<file path="src/sv/nclx_pkg.sv">
// Shared types, character codes and token codes for the nested comment and string lexer.
// No dependencies; the front, back and top level use scoped names and the testbench imports it.
package nclx_pkg;

   // Default sizes handed to the top level's parameters.
   localparam int DEPTH_BITS_DEF  = 8;
   localparam int LENGTH_BITS_DEF = 16;
   localparam int QUEUE_DEPTH_DEF = 2;

   localparam int KIND_W = 7;

   // Character codes.
   localparam logic [7:0] CH_EOF     = 8'd0;
   localparam logic [7:0] CH_TAB     = 8'd9;
   localparam logic [7:0] CH_CR      = 8'd13;
   localparam logic [7:0] CH_SPACE   = 8'd32;
   localparam logic [7:0] CH_NL      = 8'd10;
   localparam logic [7:0] CH_LPAREN  = 8'd40;
   localparam logic [7:0] CH_LSQUARE = 8'd91;
   localparam logic [7:0] CH_SLASH   = 8'd47;
   localparam logic [7:0] CH_STAR    = 8'd42;
   localparam logic [7:0] CH_SQUOTE  = 8'd39;
   localparam logic [7:0] CH_DQUOTE  = 8'd34;
   localparam logic [7:0] CH_BSLASH  = 8'd92;

   // Number of quotes that open or close a docstring.
   localparam logic [2:0] DOC_QUOTES = 3'd3;

   // Outcome codes.
   localparam logic [1:0] OUT_ACCEPT   = 2'd0;
   localparam logic [1:0] OUT_NOMATCH  = 2'd1;
   localparam logic [1:0] OUT_EOF      = 2'd2;
   localparam logic [1:0] OUT_OVERFLOW = 2'd3;

   // Token kind codes; the same numbers index the allowed kinds mask.
   localparam logic [2:0] KIND_COMMENT    = 3'd0;
   localparam logic [2:0] KIND_STRING     = 3'd1;
   localparam logic [2:0] KIND_CHAR       = 3'd2;
   localparam logic [2:0] KIND_PAREN      = 3'd3;
   localparam logic [2:0] KIND_PAREN_NL   = 3'd4;
   localparam logic [2:0] KIND_BRACKET    = 3'd5;
   localparam logic [2:0] KIND_BRACKET_NL = 3'd6;

   typedef enum logic [3:0] {
      PH_IDLE    = 4'd0,
      PH_WS      = 4'd1,
      PH_COPEN   = 4'd2,
      PH_COMMENT = 4'd3,
      PH_CSLASH  = 4'd4,
      PH_CHAR    = 4'd5,
      PH_QUOTES  = 4'd6,
      PH_STR     = 4'd7,
      PH_DOC     = 4'd8,
      PH_DOCTAIL = 4'd9
   } phase_type;

   typedef struct packed {
      logic [7:0]        char_in;
      logic              scan_start;
      logic [KIND_W-1:0] allowed_kinds;
   } req_type;

   typedef struct packed {
      logic [1:0]  outcome;
      logic [2:0]  token_kind;
      logic        took_current;
      logic [15:0] token_length;
   } rsp_type;

   // One classified character as it travels from the front to the back.
   typedef struct packed {
      logic              eof;
      logic              space;
      logic              newline;
      logic              lparen;
      logic              lsquare;
      logic              slash;
      logic              star;
      logic              squote;
      logic              dquote;
      logic              bslash;
      logic              scan_start;
      logic [KIND_W-1:0] kind_mask;
   } class_type;

endpackage

</file>
<file path="src/sv/nclx_queue.sv">
// Short first-in first-out queue of register entries, used after the lexer's front and back.
// Depends on nothing but its type and depth parameters.
module nclx_queue #(
   parameter type item_type = logic,
   parameter int  DEPTH     = 2
) (
   input  logic     clock,
   input  logic     reset,
   input  logic     push,
   input  item_type push_data,
   output logic     full,
   input  logic     pop,
   output logic     empty,
   output item_type pop_data
);

   localparam int PTR_W = (DEPTH > 1) ? $clog2(DEPTH) : 1;
   localparam int CNT_W = $clog2(DEPTH + 1);
   localparam logic [PTR_W-1:0] LAST = PTR_W'(DEPTH - 1);

   item_type          slot_ff [DEPTH];
   logic [PTR_W-1:0]  wr_ptr_ff, wr_ptr_in;
   logic [PTR_W-1:0]  rd_ptr_ff, rd_ptr_in;
   logic [CNT_W-1:0]  count_ff, count_in;
   logic              do_push, do_pop;

   assign full     = (count_ff == CNT_W'(DEPTH));
   assign empty    = (count_ff == '0);
   assign pop_data = slot_ff[rd_ptr_ff];
   assign do_push  = push && !full;
   assign do_pop   = pop && !empty;

   always_comb begin
      wr_ptr_in = wr_ptr_ff;
      rd_ptr_in = rd_ptr_ff;
      count_in  = count_ff;
      if (do_push) begin
         wr_ptr_in = (wr_ptr_ff == LAST) ? '0 : wr_ptr_ff + 1'b1;
      end
      if (do_pop) begin
         rd_ptr_in = (rd_ptr_ff == LAST) ? '0 : rd_ptr_ff + 1'b1;
      end
      if (do_push && !do_pop) begin
         count_in = count_ff + 1'b1;
      end else if (do_pop && !do_push) begin
         count_in = count_ff - 1'b1;
      end
   end

   always_ff @(posedge clock) begin
      if (reset) begin
         wr_ptr_ff <= '0;
         rd_ptr_ff <= '0;
         count_ff  <= '0;
      end else begin
         wr_ptr_ff <= wr_ptr_in;
         rd_ptr_ff <= rd_ptr_in;
         count_ff  <= count_in;
      end
   end

   always_ff @(posedge clock) begin
      if (do_push) begin
         slot_ff[wr_ptr_ff] <= push_data;
      end
   end

endmodule

</file>
<file path="src/sv/nclx_front.sv">
// Front part of the lexer: accepts request beats and classifies each character.
// Depends on nclx_pkg; its output feeds the class queue.
module nclx_front (
   input  nclx_pkg::req_type   req_data,
   input  logic                req_push,
   output logic                req_full,
   input  logic                queue_full,
   output logic                queue_push,
   output nclx_pkg::class_type queue_data
);

   logic [7:0] ch;

   assign ch         = req_data.char_in;
   assign req_full   = queue_full;
   assign queue_push = req_push;

   always_comb begin
      queue_data            = '0;
      queue_data.eof        = (ch == nclx_pkg::CH_EOF);
      queue_data.space      = (ch == nclx_pkg::CH_SPACE) ||
                              (ch >= nclx_pkg::CH_TAB && ch <= nclx_pkg::CH_CR);
      queue_data.newline    = (ch == nclx_pkg::CH_NL);
      queue_data.lparen     = (ch == nclx_pkg::CH_LPAREN);
      queue_data.lsquare    = (ch == nclx_pkg::CH_LSQUARE);
      queue_data.slash      = (ch == nclx_pkg::CH_SLASH);
      queue_data.star       = (ch == nclx_pkg::CH_STAR);
      queue_data.squote     = (ch == nclx_pkg::CH_SQUOTE);
      queue_data.dquote     = (ch == nclx_pkg::CH_DQUOTE);
      queue_data.bslash     = (ch == nclx_pkg::CH_BSLASH);
      queue_data.scan_start = req_data.scan_start;
      queue_data.kind_mask  = req_data.allowed_kinds;
   end

endmodule

</file>
<file path="src/sv/nclx_back.sv">
// Back part of the lexer: the scan state machine that consumes classified characters.
// Depends on nclx_pkg; reads the class queue and writes the result queue.
module nclx_back #(
   parameter int DEPTH_BITS  = nclx_pkg::DEPTH_BITS_DEF,
   parameter int LENGTH_BITS = nclx_pkg::LENGTH_BITS_DEF
) (
   input  logic                clock,
   input  logic                reset,
   input  logic                in_empty,
   input  nclx_pkg::class_type in_data,
   output logic                in_pop,
   input  logic                out_full,
   output logic                out_push,
   output nclx_pkg::rsp_type   out_data
);

   nclx_pkg::phase_type       phase_ff, phase_in;
   logic                      newline_ff, newline_in;
   logic [DEPTH_BITS-1:0]     depth_ff, depth_in;
   logic                      star_ff, star_in;
   logic                      esc_ff, esc_in;
   logic [1:0]                qrun_ff, qrun_in;
   logic [LENGTH_BITS-1:0]    len_ff, len_in;
   logic [nclx_pkg::KIND_W-1:0] mask_ff, mask_in;

   // Values after a scan start has been applied.
   nclx_pkg::phase_type       ph, ph_sel;
   logic [DEPTH_BITS-1:0]     depth_c;
   logic                      star_c, esc_c;
   logic [1:0]                qrun_c;
   logic [LENGTH_BITS-1:0]    len_c;
   logic [nclx_pkg::KIND_W-1:0] mask_c;
   logic [2:0]                qinc;
   logic                      fire, fin, took, term, cons;
   logic [1:0]                f_outcome;
   logic [2:0]                f_kind, str_kind;

   assign fire   = !in_empty && !out_full;
   assign in_pop = fire;

   always_comb begin
      ph      = in_data.scan_start ? nclx_pkg::PH_WS : phase_ff;
      mask_c  = in_data.scan_start ? in_data.kind_mask : mask_ff;
      len_c   = in_data.scan_start ? '0 : len_ff;
      depth_c = in_data.scan_start ? '0 : depth_ff;
      star_c  = in_data.scan_start ? 1'b0 : star_ff;
      esc_c   = in_data.scan_start ? 1'b0 : esc_ff;
      qrun_c  = in_data.scan_start ? 2'd0 : qrun_ff;

      // A slash in a comment that is not followed by a star, and a quote run that
      // turns out to be a plain string, both handle the same character again.
      ph_sel = ph;
      if (ph == nclx_pkg::PH_CSLASH && !in_data.star) begin
         ph_sel = nclx_pkg::PH_COMMENT;
      end
      if (ph == nclx_pkg::PH_QUOTES && !in_data.dquote && qrun_c != 2'd2) begin
         ph_sel = nclx_pkg::PH_STR;
         qrun_c = 2'd0;
         esc_c  = 1'b0;
      end

      phase_in   = ph_sel;
      newline_in = newline_ff;
      depth_in   = depth_c;
      star_in    = star_c;
      esc_in     = esc_c;
      qrun_in    = qrun_c;
      mask_in    = mask_c;
      cons       = 1'b0;
      fin        = 1'b0;
      took       = 1'b0;
      f_outcome  = nclx_pkg::OUT_ACCEPT;
      f_kind     = nclx_pkg::KIND_COMMENT;
      qinc       = {1'b0, qrun_c} + 3'd1;
      term       = (ph_sel == nclx_pkg::PH_CHAR) ? in_data.squote : in_data.dquote;
      str_kind   = (ph_sel == nclx_pkg::PH_CHAR) ? nclx_pkg::KIND_CHAR : nclx_pkg::KIND_STRING;

      case (ph_sel)
         nclx_pkg::PH_IDLE: begin
         end
         nclx_pkg::PH_WS: begin
            if (in_data.space) begin
               if (in_data.newline) begin
                  newline_in = 1'b1;
               end
            end else if (in_data.lparen && (mask_c[nclx_pkg::KIND_PAREN] ||
                                            mask_c[nclx_pkg::KIND_PAREN_NL])) begin
               f_kind     = newline_ff ? nclx_pkg::KIND_PAREN_NL : nclx_pkg::KIND_PAREN;
               newline_in = 1'b0;
               fin        = 1'b1;
               took       = 1'b1;
            end else if (in_data.lsquare && (mask_c[nclx_pkg::KIND_BRACKET] ||
                                             mask_c[nclx_pkg::KIND_BRACKET_NL])) begin
               f_kind     = newline_ff ? nclx_pkg::KIND_BRACKET_NL : nclx_pkg::KIND_BRACKET;
               newline_in = 1'b0;
               fin        = 1'b1;
               took       = 1'b1;
            end else begin
               newline_in = 1'b0;
               if (mask_c[nclx_pkg::KIND_COMMENT] && in_data.slash) begin
                  cons     = 1'b1;
                  phase_in = nclx_pkg::PH_COPEN;
               end else if (mask_c[nclx_pkg::KIND_CHAR] && in_data.squote) begin
                  cons     = 1'b1;
                  esc_in   = 1'b0;
                  phase_in = nclx_pkg::PH_CHAR;
               end else if (mask_c[nclx_pkg::KIND_STRING] && in_data.dquote) begin
                  cons     = 1'b1;
                  qrun_in  = 2'd1;
                  phase_in = nclx_pkg::PH_QUOTES;
               end else begin
                  fin       = 1'b1;
                  f_outcome = nclx_pkg::OUT_NOMATCH;
               end
            end
         end
         nclx_pkg::PH_COPEN: begin
            if (!in_data.star) begin
               fin       = 1'b1;
               f_outcome = nclx_pkg::OUT_NOMATCH;
            end else begin
               cons     = 1'b1;
               depth_in = DEPTH_BITS'(1);
               star_in  = 1'b0;
               phase_in = nclx_pkg::PH_COMMENT;
            end
         end
         nclx_pkg::PH_CSLASH: begin
            // Only reached here with a star: it opens a nested level unless the depth is full.
            if (depth_c == '1) begin
               fin       = 1'b1;
               f_outcome = nclx_pkg::OUT_OVERFLOW;
            end else begin
               depth_in = depth_c + 1'b1;
               cons     = 1'b1;
               star_in  = 1'b0;
               phase_in = nclx_pkg::PH_COMMENT;
            end
         end
         nclx_pkg::PH_COMMENT: begin
            if (in_data.eof) begin
               fin       = 1'b1;
               f_outcome = nclx_pkg::OUT_EOF;
            end else if (in_data.star) begin
               cons    = 1'b1;
               star_in = 1'b1;
            end else if (in_data.slash) begin
               if (star_c) begin
                  star_in = 1'b0;
                  if (depth_c <= DEPTH_BITS'(1)) begin
                     depth_in = '0;
                     fin      = 1'b1;
                     took     = 1'b1;
                  end else begin
                     cons     = 1'b1;
                     depth_in = depth_c - 1'b1;
                  end
               end else begin
                  cons     = 1'b1;
                  phase_in = nclx_pkg::PH_CSLASH;
               end
            end else begin
               cons    = 1'b1;
               star_in = 1'b0;
            end
         end
         nclx_pkg::PH_CHAR, nclx_pkg::PH_STR: begin
            if (in_data.eof) begin
               fin       = 1'b1;
               f_outcome = nclx_pkg::OUT_EOF;
            end else if (in_data.bslash) begin
               cons   = 1'b1;
               esc_in = !esc_c;
            end else if (term) begin
               if (!esc_c) begin
                  fin    = 1'b1;
                  took   = 1'b1;
                  f_kind = str_kind;
               end else begin
                  cons   = 1'b1;
                  esc_in = 1'b0;
               end
            end else begin
               cons   = 1'b1;
               esc_in = 1'b0;
            end
         end
         nclx_pkg::PH_QUOTES: begin
            if (in_data.dquote) begin
               cons = 1'b1;
               if (qinc >= nclx_pkg::DOC_QUOTES) begin
                  qrun_in  = 2'd0;
                  phase_in = nclx_pkg::PH_DOC;
               end else begin
                  qrun_in = qinc[1:0];
               end
            end else begin
               // Two quotes and then something else: the empty string.
               qrun_in = 2'd0;
               fin     = 1'b1;
               f_kind  = nclx_pkg::KIND_STRING;
            end
         end
         nclx_pkg::PH_DOC: begin
            if (in_data.dquote) begin
               cons = 1'b1;
               if (qinc >= nclx_pkg::DOC_QUOTES) begin
                  qrun_in  = 2'd0;
                  phase_in = nclx_pkg::PH_DOCTAIL;
               end else begin
                  qrun_in = qinc[1:0];
               end
            end else begin
               qrun_in = 2'd0;
               if (in_data.eof) begin
                  fin       = 1'b1;
                  f_outcome = nclx_pkg::OUT_EOF;
               end else begin
                  cons = 1'b1;
               end
            end
         end
         nclx_pkg::PH_DOCTAIL: begin
            if (in_data.dquote) begin
               cons = 1'b1;
            end else begin
               fin    = 1'b1;
               f_kind = nclx_pkg::KIND_STRING;
            end
         end
         default: begin
            phase_in = nclx_pkg::PH_IDLE;
         end
      endcase

      len_in = len_c;
      if ((cons || took) && len_c != '1) begin
         len_in = len_c + 1'b1;
      end
      if (fin) begin
         phase_in = nclx_pkg::PH_IDLE;
      end

      out_push              = fire && fin;
      out_data.outcome      = f_outcome;
      out_data.token_kind   = (f_outcome == nclx_pkg::OUT_ACCEPT) ? f_kind :
                              nclx_pkg::KIND_COMMENT;
      out_data.took_current = took;
      out_data.token_length = ((len_in >> 16) != '0) ? 16'hFFFF : 16'(len_in);
   end

   always_ff @(posedge clock) begin
      if (reset) begin
         phase_ff   <= nclx_pkg::PH_IDLE;
         newline_ff <= 1'b0;
         depth_ff   <= '0;
         star_ff    <= 1'b0;
         esc_ff     <= 1'b0;
         qrun_ff    <= 2'd0;
         len_ff     <= '0;
         mask_ff    <= '0;
      end else if (fire) begin
         phase_ff   <= phase_in;
         newline_ff <= newline_in;
         depth_ff   <= depth_in;
         star_ff    <= star_in;
         esc_ff     <= esc_in;
         qrun_ff    <= qrun_in;
         len_ff     <= len_in;
         mask_ff    <= mask_in;
      end
   end

endmodule

</file>
<file path="src/sv/nested_comment_string_lexer_top.sv">
// Request beats are classified combinationally on entry to the class queue register.
// Throughput: one character beat per cycle while a beat waits and the response queue has room.
// Each class queue and response queue holds QUEUE_DEPTH beats, so either side may stall alone.
// Synchronous active-high reset empties both queues and returns the scanner to idle with the
// newline flag, nesting depth, escape, quote run, length and kind mask cleared.
// Depends on nclx_pkg, nclx_front, nclx_queue and nclx_back.
module nested_comment_string_lexer_top #(
   parameter int DEPTH_BITS  = nclx_pkg::DEPTH_BITS_DEF,
   parameter int LENGTH_BITS = nclx_pkg::LENGTH_BITS_DEF,
   parameter int QUEUE_DEPTH = nclx_pkg::QUEUE_DEPTH_DEF
) (
   input  logic              clock,
   input  logic              reset,
   input  logic              req_push,
   output logic              req_full,
   input  nclx_pkg::req_type req_data,
   output logic              rsp_empty,
   input  logic              rsp_pop,
   output nclx_pkg::rsp_type rsp_data
);

   // Classified characters waiting for the scanner.
   logic                class_push, class_full, class_empty, class_pop;
   nclx_pkg::class_type class_in, class_out;

   // Finished responses waiting for the consumer.
   logic                resp_push, resp_full;
   nclx_pkg::rsp_type   resp_in;

   // The front classifies each character as it is accepted, so the back only
   // ever looks at a handful of flag bits.
   nclx_front u_front (
      .req_data   (req_data),
      .req_push   (req_push),
      .req_full   (req_full),
      .queue_full (class_full),
      .queue_push (class_push),
      .queue_data (class_in)
   );

   nclx_queue #(
      .item_type (nclx_pkg::class_type),
      .DEPTH     (QUEUE_DEPTH)
   ) u_class_queue (
      .clock     (clock),
      .reset     (reset),
      .push      (class_push),
      .push_data (class_in),
      .full      (class_full),
      .pop       (class_pop),
      .empty     (class_empty),
      .pop_data  (class_out)
   );

   // The back takes one character beat per cycle whenever the class queue holds one and the
   // response queue has room, whether or not that character ends the scan.
   nclx_back #(
      .DEPTH_BITS  (DEPTH_BITS),
      .LENGTH_BITS (LENGTH_BITS)
   ) u_back (
      .clock    (clock),
      .reset    (reset),
      .in_empty (class_empty),
      .in_data  (class_out),
      .in_pop   (class_pop),
      .out_full (resp_full),
      .out_push (resp_push),
      .out_data (resp_in)
   );

   nclx_queue #(
      .item_type (nclx_pkg::rsp_type),
      .DEPTH     (QUEUE_DEPTH)
   ) u_resp_queue (
      .clock     (clock),
      .reset     (reset),
      .push      (resp_push),
      .push_data (resp_in),
      .full      (resp_full),
      .pop       (rsp_pop),
      .empty     (rsp_empty),
      .pop_data  (rsp_data)
   );

endmodule

</file>
<file path="config.mk">
export PLATFORM = sky130hd
export DESIGN_NAME = nested_comment_string_lexer_top
export DESIGN_NICKNAME = d
export VERILOG_FILES = /design/src/sv/nclx_pkg.sv /design/src/sv/nclx_queue.sv /design/src/sv/nclx_front.sv /design/src/sv/nclx_back.sv /design/src/sv/nested_comment_string_lexer_top.sv
export SDC_FILE = /design/constraint.sdc
export NUM_CORES = 1
export LEC_CHECK = 0
export BUFFER_PORTS_ARGS = -buffer_cell sky130_fd_sc_hd__buf_2
export CAP_MARGIN = 15
export CORE_UTILIZATION = 55
export CTS_CLUSTER_SIZE = 28
export DETAILED_ROUTE_END_ITERATION = 10
export HOLD_SLACK_MARGIN = 0.02
export PLACE_DENSITY = 0.82
export SETUP_SLACK_MARGIN = 0.5
export SYNTH_ARGS = -nofsm -noshare
export SYNTH_HDL_FRONTEND = slang
export SYNTH_SLANG_ARGS = --single-unit
</file>
<file path="constraint.sdc">
create_clock -name clock -period 4.3 [get_ports clock]
set_clock_uncertainty 0.2 [all_clocks]
set_input_delay 0.215 -clock clock [delete_from_list [all_inputs] [get_ports clock]]
set_output_delay 0.215 -clock clock [all_outputs]
set_load 0.01 [all_outputs]
</file>
==> out/metrics.cfg <==
[run_status]
status = finished clean

[timing]
worst_pin_slew_ps = 1160
tns_ps = 0
fin_crit_sh_pct = 83.2
maxSlewViolCount = 0
hold_viol = 0
finalSetupViolations = 0
rsz0062_at_grt = no
slew_headroom_pct = 22.3
fin_crit_ps = 3580
clock.fmax_mhz = 279

[final_layout]
final_nets = 819
drive_gt1_share_pct = 17.1
fill_cells = 973
multiInputGateArea_um2 = 3620
finalCoreUtilization_pct = 65.7
stdcell_count = 978
regArea_um2 = 3400
syn2layout_area_growth_pct = 15.5
num_antenna_cells = 0

[floorplanning]
die_y_um = 117
die_w_um = 117
ios = 44
fp-row-count = 41
start_util_pct = 56.9
dieArea_um2 = 13700
core-area_um2 = 12800

[drt]
dr.pass1.iters = 6
drt_iter0_markers = 640
drc = 0
via_per_inst = 6.62
ant_nets = 0
wl_mm = 19.5
vias = 6475
wl_per_cell_um = 19.9

[power]
p_leak_nw = 2.95
ir_drop_uv = 512
swShare_pct = 38.4
combPwrFrac_pct = 37.5
switchingPower_w = 0.00192
power_frac_clock_pct = 27.6
power_w = 0.00499
p_int_w = 0.00308
seq_power_share_pct = 35.0
cellPowerDensity_nw_per_um2 = 595

[global_route]
globalRouteMet3Util_pct = 7.31
gr-total-overflow = 0
antenna_found_initial = 0
use_met2_pct = 51.4
use_met1_pct = 33.8
top_usage_layer = met2
grt_pass1_wl_mm = 30.5
grt_usage_pct = 29.7
grt_start_max_net_pins = 60
grt_pass1_vias = 6194

[logic_synthesis]
syn-num-nets = 768
seq_area_frac_synth_pct = 46.8
synth.area.top_cells = edfxtp_1 (33%), dfxtp_1 (14%), mux2_2 (4.3%)
yosys.cell_count.top_type = edfxtp_1
netlist_area_um2 = 7260
synth_top_area_cell = edfxtp_1
avgSynthCellArea_um2 = 9.79
ys_ff_latch = 130
synthFlopType = edfxtp_1
async_reset_ff_share_pct = 0
ys_types = 80
synth_edf_count = 80
syn_inst = 742
ys_top_cells_by_count = edfxtp_1 (80), nor2_1 (72), nand2_1 (60)
yosys.area.top_type_share_pct = 33.1
yosysWarnings = 0

[min_path]
worstHoldPathCells = 3
min_path_type = in -> reg
min_to = u_class_queue.slot_ff[0][13]
min-delay-start = req_data[14]

[worst_setup_path]
worstRegToRegCells = 10
timing.rr.end = u_resp_queue.count_ff[1]
end_kind = flip-flop
ff2ff_setup_slack_ps = 720
path_class = reg -> reg
path_max_fanout = 31
start_kind = flip-flop
worstPathRequired_ps = 4460
crit_arrival_ps = 3740

[placement]
portBuffers = 43
hpwlAfterDp_mm = 12.4
place_congestion = 0.962
placed_cells = 928

[cts]
cts_setup_buffers = 0
cts_max_path_buffers = 2
numClockSinks = 130
clk_latency_ps = 430
htree_num_levels = 4
cts_tree = built
cts_made_buffers = 17
cts-root-buf = clkbuf_16
clk_pin_slew_worst_paths_ps = 60

[flow_run]
maxCapViolCount = 0

-- cell usage in the layout, fill, tap and decap left out, types with 11 or more instances in the layout --
cell,n
o211ai_1,11
nor3_1,25
a21oi_1,38
clkbuf_16,18
nand3_1,17
nand4_1,20
edfxtp_1,80
buf_2,43
or3_1,13
o21ai_0,42
and2_1,11
dlygate4sd3_1,17
nand2_1,60
dfxtp_1,50
a31oi_1,17
buf_4,13
inv_1,20
mux2_2,28
and3_1,16
nor2_1,72
-- how the worst max path moves through the flow --
stage	startpoint	endpoint	slack, ps	depth (start not counted)
floorplan	flip-flop	u_resp_queue.count_ff[1]	550	16
global placement	flip-flop	u_resp_queue.slot_ff[0][20]	750	8
detailed placement	flip-flop	u_resp_queue.slot_ff[0][17]	590	8
CTS	flip-flop	u_resp_queue.slot_ff[0][19]	570	8
global route	u_class_queue.slot_ff[1][7]	u_back.len_ff[11]	520	11
finish	flip-flop	u_resp_queue.count_ff[1]	720	10
-- routing by layer --
layer	up-vias	wire, um
met5	-	0
met4	0	660
met3	74	1410
met2	346	9800
met1	3103	7590
li1	2952	-
-- stage by stage --
stage	cell area [um^2]	hold WS [ps]	setup slack, ps
final	8390	53.3	722
after detailed placement	7610	208	586
after CTS	8340	32.4	571
after global routing	8390	54.3	523
after global placement	7610	206	754
after floorplan	7270	114	545
-- cell type report --
class | count | share of cell area [%]
Clock buffer | 23 | 5.71
Tap cell | 172 | 2.57
Clock inverter | 9 | 0.984
Multi-Input combinational cell | 549 | 43.1
Sequential cell | 130 | 40.6
Inverter | 20 | 0.895
Timing Repair Buffer | 75 | 6.13
-- power groups by stage --
stage | registers (W) | clock network, W | logic (W)
after floorplan | 0.00167 | 0 | 0.00137
after global placement | 0.00175 | 0 | 0.00174
after detailed placement | 0.00176 | 0 | 0.00178
after CTS | 0.00173 | 0.00138 | 0.00181
after global routing | 0.00177 | 0.00144 | 0.00204
final | 0.00175 | 0.00138 | 0.00187
-- worst max-delay path, stage by stage (launching register included) --
cell and delay [ps]:
dfxtp_1 430, buf_6 300, mux2_2 410, or4_1 470, o2111ai_1 170, o211ai_1 140
nor3_2 370, a21oi_4 150, ha_1 350, or3_1 380, a21oi_1 140
-- sequential cells by signal (all words and copies together), names as in the netlist, named ones only --
register                 flops
u_back.esc_ff                1
u_class_queue.slot_ff       36
u_class_queue.rd_ptr_ff      1
u_back.qrun_ff               2
u_resp_queue.wr_ptr_ff       1
u_resp_queue.count_ff        2
u_back.newline_ff            1
u_class_queue.count_ff       2
u_back.mask_ff               7
u_back.phase_ff              4
u_back.len_ff               16
u_class_queue.wr_ptr_ff      1
u_back.depth_ff              8
u_resp_queue.rd_ptr_ff       1
u_back.star_ff               1
u_resp_queue.slot_ff        44
-- repair_timing --
item / CTS / global route
setup endpoints to repair: 0 / 71
resized for setup: 0 / 8
endpoints found under the hold margin: 30 / 0
hold buffers: 17 / 0
-- cell families (layout without fill, tap and decap cells) --
kind of cell	Yosys count	count (layout)	share of synthesized area (%)
multiplexers	37	37	5.87
AND/OR/NAND/NOR	301	302	21.9
adder cells (fa/ha/maj)	6	6	1.03
flip-flops	130	130	46.8
buffers and inverters	64	127	4.05
AO/OA/AOI/OAI	189	189	18.5
XOR/XNOR	15	15	1.81
No activity file was read; power rests on OpenSTA's default activity.
